File: config.mk
export PLATFORM = sky130hd
export DESIGN_NAME = bms_frame_verifier
export DESIGN_NICKNAME = d
export VERILOG_FILES = /design/src/sv/bfv_pkg.sv /design/src/sv/bms_frame_verifier.sv /design/src/sv/bfv_tracker.sv
export SDC_FILE = /design/constraint.sdc
export NUM_CORES = 1
export LEC_CHECK = 0
export BUFFER_PORTS_ARGS = -buffer_cell sky130_fd_sc_hd__buf_2
export CORE_ASPECT_RATIO = 1.5
export CORE_MARGIN = 10
export CORE_UTILIZATION = 50
export DETAILED_ROUTE_END_ITERATION = 10
export GPL_TIMING_DRIVEN = 1
export PLACE_DENSITY = 0.66
export SETUP_SLACK_MARGIN = 0.02
export SYNTH_ARGS = -nofsm -noshare
export SYNTH_HDL_FRONTEND = slang
export SYNTH_SLANG_ARGS = --single-unit
File: constraint.sdc
create_clock -name clock -period 13.18 [get_ports clock]
set_clock_uncertainty 0.15 [all_clocks]
set_input_delay 2.636 -clock clock [delete_from_list [all_inputs] [get_ports clock]]
set_output_delay 2.636 -clock clock [all_outputs]
set_load 0.005 [all_outputs]
File: src/sv/bfv_pkg.sv
package bfv_pkg;

   // Frame framing bytes and sizes
   localparam logic [7:0] FRAME_START    = 8'hDD;
   localparam logic [7:0] FRAME_STOP     = 8'h77;
   localparam logic [8:0] FRAME_OVERHEAD = 9'd7;
   localparam logic [8:0] COUNT_MAX      = 9'd263;

   // Fixed frame positions, and positions relative to the declared length
   localparam logic [8:0] POS_START    = 9'd0;
   localparam logic [8:0] POS_REGISTER = 9'd1;
   localparam logic [8:0] POS_STATUS   = 9'd2;
   localparam logic [8:0] POS_LENGTH   = 9'd3;
   localparam logic [9:0] OFS_CHECK_HI = 10'd4;
   localparam logic [9:0] OFS_CHECK_LO = 10'd5;
   localparam logic [9:0] OFS_STOP     = 10'd6;

   // Verdict codes
   typedef enum logic [2:0] {
      RESULT_OK         = 3'd0,
      RESULT_SHORT      = 3'd1,
      RESULT_BAD_START  = 3'd2,
      RESULT_BAD_LENGTH = 3'd3,
      RESULT_BAD_CHECK  = 3'd4,
      RESULT_BAD_STOP   = 3'd5
   } result_code_type;

   typedef struct packed {
      logic [7:0] rx_byte;
      logic       end_of_buffer;
   } req_type;

   typedef struct packed {
      logic [2:0] result_code;
      logic [7:0] register_id;
      logic [7:0] status_value;
      logic [7:0] payload_length;
   } rsp_type;

endpackage

File: src/sv/bms_frame_verifier.sv
// Battery-monitor reply frame checker. Feed the received buffer one byte per
// transaction, with end_of_buffer set on the last byte; that byte yields one
// verdict (ok, short, bad start, length mismatch, checksum mismatch, bad stop)
// plus the register, status and length bytes, and the block then starts over
// for the next buffer. A byte is taken every cycle while the input does not
// stall. The final byte goes through the input register, then the position
// tracker's add and compare, then the result register, which drives rsp_valid.
// The input side keeps accepting while a verdict waits in the result register,
// and stalls only when a second final byte would need that register.
module bms_frame_verifier (
   input  logic             clock,
   input  logic             reset,
   input  logic             req_valid,
   output logic             req_ready,
   input  bfv_pkg::req_type req_data,
   output logic             rsp_valid,
   input  logic             rsp_ready,
   output bfv_pkg::rsp_type rsp_data
);

   logic             s1_valid_ff, s1_valid_in;
   bfv_pkg::req_type s1_data_ff;
   logic             rsp_valid_ff, rsp_valid_in;
   bfv_pkg::rsp_type rsp_data_ff;
   bfv_pkg::rsp_type verdict;
   logic             out_free;
   logic             s1_advance;

   // Flow control: non-final bytes never need the result register
   assign out_free    = !rsp_valid_ff || rsp_ready;
   assign s1_advance  = s1_valid_ff && (!s1_data_ff.end_of_buffer || out_free);
   assign req_ready   = !s1_valid_ff || s1_advance;
   assign s1_valid_in = (req_valid && req_ready) ? 1'b1 :
                        (s1_advance ? 1'b0 : s1_valid_ff);

   bfv_tracker u_tracker (
      .clock   (clock),
      .reset   (reset),
      .take    (s1_advance),
      .byte_in (s1_data_ff),
      .verdict (verdict)
   );

   // Result register
   always_comb begin
      if (s1_advance && s1_data_ff.end_of_buffer) begin
         rsp_valid_in = 1'b1;
      end else if (rsp_ready) begin
         rsp_valid_in = 1'b0;
      end else begin
         rsp_valid_in = rsp_valid_ff;
      end
   end

   always_ff @(posedge clock) begin
      if (reset) begin
         s1_valid_ff  <= 1'b0;
         rsp_valid_ff <= 1'b0;
      end else begin
         s1_valid_ff  <= s1_valid_in;
         rsp_valid_ff <= rsp_valid_in;
      end
   end

   always_ff @(posedge clock) begin
      if (req_valid && req_ready) begin
         s1_data_ff <= req_data;
      end
      if (s1_advance && s1_data_ff.end_of_buffer) begin
         rsp_data_ff <= verdict;
      end
   end

   assign rsp_valid = rsp_valid_ff;
   assign rsp_data  = rsp_data_ff;

endmodule

File: src/sv/bfv_tracker.sv
module bfv_tracker (
   input  logic            clock,
   input  logic            reset,
   input  logic            take,
   input  bfv_pkg::req_type byte_in,
   output bfv_pkg::rsp_type verdict
);

   logic [8:0]  byte_count_ff, byte_count_in;
   logic [7:0]  declared_length_ff, declared_length_in;
   logic [15:0] sum_accum_ff, sum_accum_in;
   logic [15:0] received_check_ff, received_check_in;
   logic        start_good_ff, start_good_in;
   logic [7:0]  stop_value_ff, stop_value_in;
   logic [7:0]  reg_held_ff, reg_held_in;
   logic [7:0]  status_held_ff, status_held_in;

   logic [9:0]  pos_wide;
   logic [9:0]  len_wide;
   logic [15:0] sum_added;
   logic [15:0] expect_check;
   logic [8:0]  data_count;
   bfv_pkg::result_code_type code;

   assign pos_wide  = {1'b0, byte_count_ff};
   assign len_wide  = {2'b00, declared_length_ff};
   assign sum_added = sum_accum_ff + {8'h00, byte_in.rx_byte};

   // Field capture by frame position
   always_comb begin
      declared_length_in = declared_length_ff;
      sum_accum_in       = sum_accum_ff;
      received_check_in  = received_check_ff;
      start_good_in      = start_good_ff;
      stop_value_in      = stop_value_ff;
      reg_held_in        = reg_held_ff;
      status_held_in     = status_held_ff;
      if (byte_count_ff == bfv_pkg::POS_START) begin
         start_good_in = (byte_in.rx_byte == bfv_pkg::FRAME_START);
      end else if (byte_count_ff == bfv_pkg::POS_REGISTER) begin
         reg_held_in = byte_in.rx_byte;
      end else if (byte_count_ff == bfv_pkg::POS_STATUS) begin
         status_held_in = byte_in.rx_byte;
         sum_accum_in   = sum_added;
      end else if (byte_count_ff == bfv_pkg::POS_LENGTH) begin
         declared_length_in = byte_in.rx_byte;
         sum_accum_in       = sum_added;
      end else if (pos_wide < len_wide + bfv_pkg::OFS_CHECK_HI) begin
         sum_accum_in = sum_added;
      end else if (pos_wide == len_wide + bfv_pkg::OFS_CHECK_HI) begin
         received_check_in = {byte_in.rx_byte, received_check_ff[7:0]};
      end else if (pos_wide == len_wide + bfv_pkg::OFS_CHECK_LO) begin
         received_check_in = {received_check_ff[15:8], byte_in.rx_byte};
      end else if (pos_wide == len_wide + bfv_pkg::OFS_STOP) begin
         stop_value_in = byte_in.rx_byte;
      end
   end

   // Saturating byte count
   assign byte_count_in = (byte_count_ff < bfv_pkg::COUNT_MAX) ?
                          byte_count_ff + 9'd1 : byte_count_ff;

   // Verdict from the state as it stands after this byte
   assign expect_check = 16'h0000 - sum_accum_in;
   assign data_count   = byte_count_in - bfv_pkg::FRAME_OVERHEAD;

   always_comb begin
      if (byte_count_in < bfv_pkg::FRAME_OVERHEAD) begin
         code = bfv_pkg::RESULT_SHORT;
      end else if (!start_good_in) begin
         code = bfv_pkg::RESULT_BAD_START;
      end else if ({1'b0, declared_length_in} != data_count) begin
         code = bfv_pkg::RESULT_BAD_LENGTH;
      end else if (expect_check != received_check_in) begin
         code = bfv_pkg::RESULT_BAD_CHECK;
      end else if (stop_value_in != bfv_pkg::FRAME_STOP) begin
         code = bfv_pkg::RESULT_BAD_STOP;
      end else begin
         code = bfv_pkg::RESULT_OK;
      end
   end

   assign verdict.result_code    = code;
   assign verdict.register_id    = reg_held_in;
   assign verdict.status_value   = status_held_in;
   assign verdict.payload_length = declared_length_in;

   // State update; the final byte of a buffer clears everything
   always_ff @(posedge clock) begin
      if (reset || (take && byte_in.end_of_buffer)) begin
         byte_count_ff      <= '0;
         declared_length_ff <= '0;
         sum_accum_ff       <= '0;
         received_check_ff  <= '0;
         start_good_ff      <= 1'b0;
         stop_value_ff      <= '0;
         reg_held_ff        <= '0;
         status_held_ff     <= '0;
      end else if (take) begin
         byte_count_ff      <= byte_count_in;
         declared_length_ff <= declared_length_in;
         sum_accum_ff       <= sum_accum_in;
         received_check_ff  <= received_check_in;
         start_good_ff      <= start_good_in;
         stop_value_ff      <= stop_value_in;
         reg_held_ff        <= reg_held_in;
         status_held_ff     <= status_held_in;
      end
   end

endmodule
==> key figures <==
Run status
  – Result of the run: complete, no violations

GRT
  – Pin count of the biggest net entering global routing: between 70 and 80
  – Number of global-route vias before repair: 6,157
  – Global-route wire length before repair: 31,700 um
  – Global route overflow: 0
  – Number of antenna violations at the first check in global routing: 0
  – GRT Util Overall: 0.196

Flow run
  – Max-capacitance violation count: 0

Place
  – PortBufs: 41
  – Final weighted congestion of routability-driven global placement: 0.904
  – Cell Area, Placed: ~7500 um2
  – Detailed Place HPWL: 14,100 um

Clock tree
  – TritonCTS clock tree: done
  – Number of clock sinks: 112
  – Root Buffer Master: clkbuf_16
  – Clock edge transition at the registers on the reported setup and hold paths: around 80 ps
  – Number of cells upsized or downsized after cts: 0
  – Max clock buf depth: 2
  – Cts hold-fix bufs: 0
  – Inserted Clock Buffers: 9
  – H-tree levels: 3
  – Clk_lat worst skew: 360 ps
  – Number of setup buffers added after CTS: 0

Synth
  – Synthesized area per cell: 8.58 um2
  – Sequential fraction of the synthesis area: 0.360
  – Post-synth EDFFs: 36
  – Post-synth top flop: dfxtp_1
  – Netlist area before placement: 7220 um2
  – Synthesized Nets: 884
  – Cell count after synthesis: 842
  – Library cells used by synthesis: 71
  – Fraction of registers with async set or reset after synthesis: 0
  – Yosys warning count: 0
  – Flop and latch count out of synthesis: 112

Pwr
  – Peak supply drop: 0.0676 mV
  – Power per cell area: 102 nW/um2
  – Leak Pwr: roughly 0.0029 uW

Floorplanning
  – Number of I/O pins: 42
  – Starting utilization of the core area: 0.511
  – Area of the core: approximately 14,000 um2
  – Site row count: 53
  – Vert. Die Dim: 167 um
  – Chip Width: 118 um
  – Area enclosed by the die boundary: 19,800 um2

Timing
  – Final hold viol count: 0
  – Maximum operating frequency: 155 MHz
  – Final total negative setup slack: 0 ps
  – Unrepaired setup endpoints after global routing: false
  – Slew Limit Fails: 0
  – Tcrit/Tclk final: 0.491
  – Post-route minimum period: 6470 ps
  – Worst slew margin: 0.304
  – Worst Max-Slew Pin Slew: a little over 1000 ps
  – Endpoints failing setup: 0

Drt
  – DRC violation total after the first TritonRoute iteration: 443
  – Via-to-Cell Ratio: a little under 6
  – Pre-Repair DR Iteration Count: 5
  – Wire length per cell after detailed routing: 18.9 um
  – DRC violation count after routing: 0
  – Via Count: 6,212
  – Antenna violation net count after detailed routing: 0
  – Final Routed Wirelength: 19,700 um

Critical path
  – CP required: 13,150 ps
  – Type of element launching the critical path: flop
  – Critical path endpoint category: flop
  – Arrival time of data at the critical path endpoint: 6430 ps
  – Critical path peak fanout: 13
  – Worst Path Class, Setup: reg -> reg

Cells and area
  – FILL cells: 1,321
  – Post-layout instance area: a little under 8000 um2
  – Layout cells sized above 1: 0.118
  – Commonest non-fill, non-tap cell in the layout: nand2_1
  – Layout overhead on the synthesized area: 8.23%
  – Most used cells in the layout excluding fill and tap cells: nand2_1 (104), nor2_1 (77), dfxtp_1 (76)
  – Nets: 891
  – Antenna cells: 0

Hold path
  – Path class of the lowest-slack min-delay path: reg -> reg
[Yosys cell counts, types with 7 or more instances]
master,count,area (um2)
mux2_2,15,169
clkbuf_1,46,173
o21ai_0,29,145
nor2b_1,7,43.8
dfxtp_1,76,1520
and3_1,12,75.1
nor2_1,77,289
edfxtp_1,36,1080
a21oi_1,69,345
xor2_1,28,245
nand3_1,29,145
or3_1,11,68.8
inv_1,23,86.3
xnor2_1,45,394
nor4_1,10,62.6
nand4_1,8,50.1
a21o_1,7,52.6
mux2i_1,37,370
nand2_1,104,390
or2_2,8,50.1
a211oi_1,20,150
nor3_1,16,80.1
ha_1,28,350
[routing by layer]
layer,vias up,global-route usage,part of all wire
met4,0,0.106,0.050
met3,50,0.0283,0.036
met5,-,0,0
li1,3033,-,-
met1,2963,0.206,0.38
met2,166,0.364,0.53
[state kept, by name, summed over array words and instances, names as in the netlist]
name / flops
s1_data_ff: 9
u_tracker.received_check_ff: 16
rsp_valid: 1
u_tracker.declared_length_ff: 8
rsp_data: 27
u_tracker.sum_accum_ff: 16
u_tracker.stop_value_ff: 8
u_tracker.reg_held_ff: 8
u_tracker.status_held_ff: 8
u_tracker.byte_count_ff: 9
s1_valid_ff: 1
u_tracker.start_good_ff: 1
[metrics by stage]
step | power (uW) | instances | setup WS, ps | utilization | hold slack [ps]
floorplan | 489 | 842 | 7440 | - | 278
global placement | 520 | 1030 | 7090 | 0.532 | 288
detailed placement | 524 | 1030 | 6800 | 0.532 | 294
CTS | 802 | 1046 | 6760 | 0.553 | 306
global route | 832 | 1046 | 6180 | 0.553 | 324
finish | 796 | 1046 | 6710 | 0.553 | 303
[logic make-up (layout without fill, tap and decap cells)]
| family | count (synthesis) | after routing | share of synthesized area |
|---|---|---|---|
| AO/OA/AOI/OAI | 181 | 181 | 0.164 |
| buffers and inverters | 75 | 87 | 0.0405 |
| multiplexers | 52 | 52 | 0.0747 |
| XOR/XNOR | 75 | 75 | 0.0930 |
| AND/OR/NAND/NOR | 318 | 318 | 0.216 |
| flip-flops | 112 | 112 | 0.360 |
| adder cells (fa/ha/maj) | 29 | 29 | 0.0513 |
[final timing paths]
path | start | endpoint | slack [ps] | cells after the start
worst max-delay path | u_tracker.declared_length_ff[3]$_SDFFE_PP0P_ | rsp_data[26]$_SDFFCE_PP0P_ | 6710 | 19
worst min-delay path | u_tracker.received_check_ff[4]$_SDFFE_PP0P_ | u_tracker.received_check_ff[4]$_SDFFE_PP0P_ | 300 | 2
worst max register to register | u_tracker.declared_length_ff[3]$_SDFFE_PP0P_ | rsp_data[26]$_SDFFCE_PP0P_ | 6710 | 19
worst min register to register | u_tracker.received_check_ff[4]$_SDFFE_PP0P_ | u_tracker.received_check_ff[4]$_SDFFE_PP0P_ | 300 | 2
[cell type report]
class                           count  area [um2]  area share
Multi-Input combinational cell    655        4330       0.554
Clock inverter                      7        76.3     0.00976
Tap cell                          192         240      0.0307
Sequential cell                   112        2600       0.333
Inverter                           23        86.3      0.0110
Clock buffer                        9         225      0.0288
Timing Repair Buffer               48         258      0.0330
[critical path, cell delays in order (launching register included)]
cell and delay (ps):
dfxtp_1 590, ha_1 320, nand3_1 140, or2_2 340, ha_1 300, a21oi_1 310
nand4_1 380, a21oi_2 680, mux2i_1 390, ha_1 260, nand2_1 80, a21o_1 170
a2111oi_0 480, mux2_2 320, o21a_1 170, nand2_1 70, xor2_1 150, a2111o_1 410
a211o_1 250, o31a_1 240
[power breakdown]
part	switching (uW)	leakage, uW	internal [uW]	total (uW)
clock network	144	0.000145	135	279
logic	84.6	0.00184	54.3	139
registers	14.6	0.000952	363	378
(Power assumes the default switching activity.)
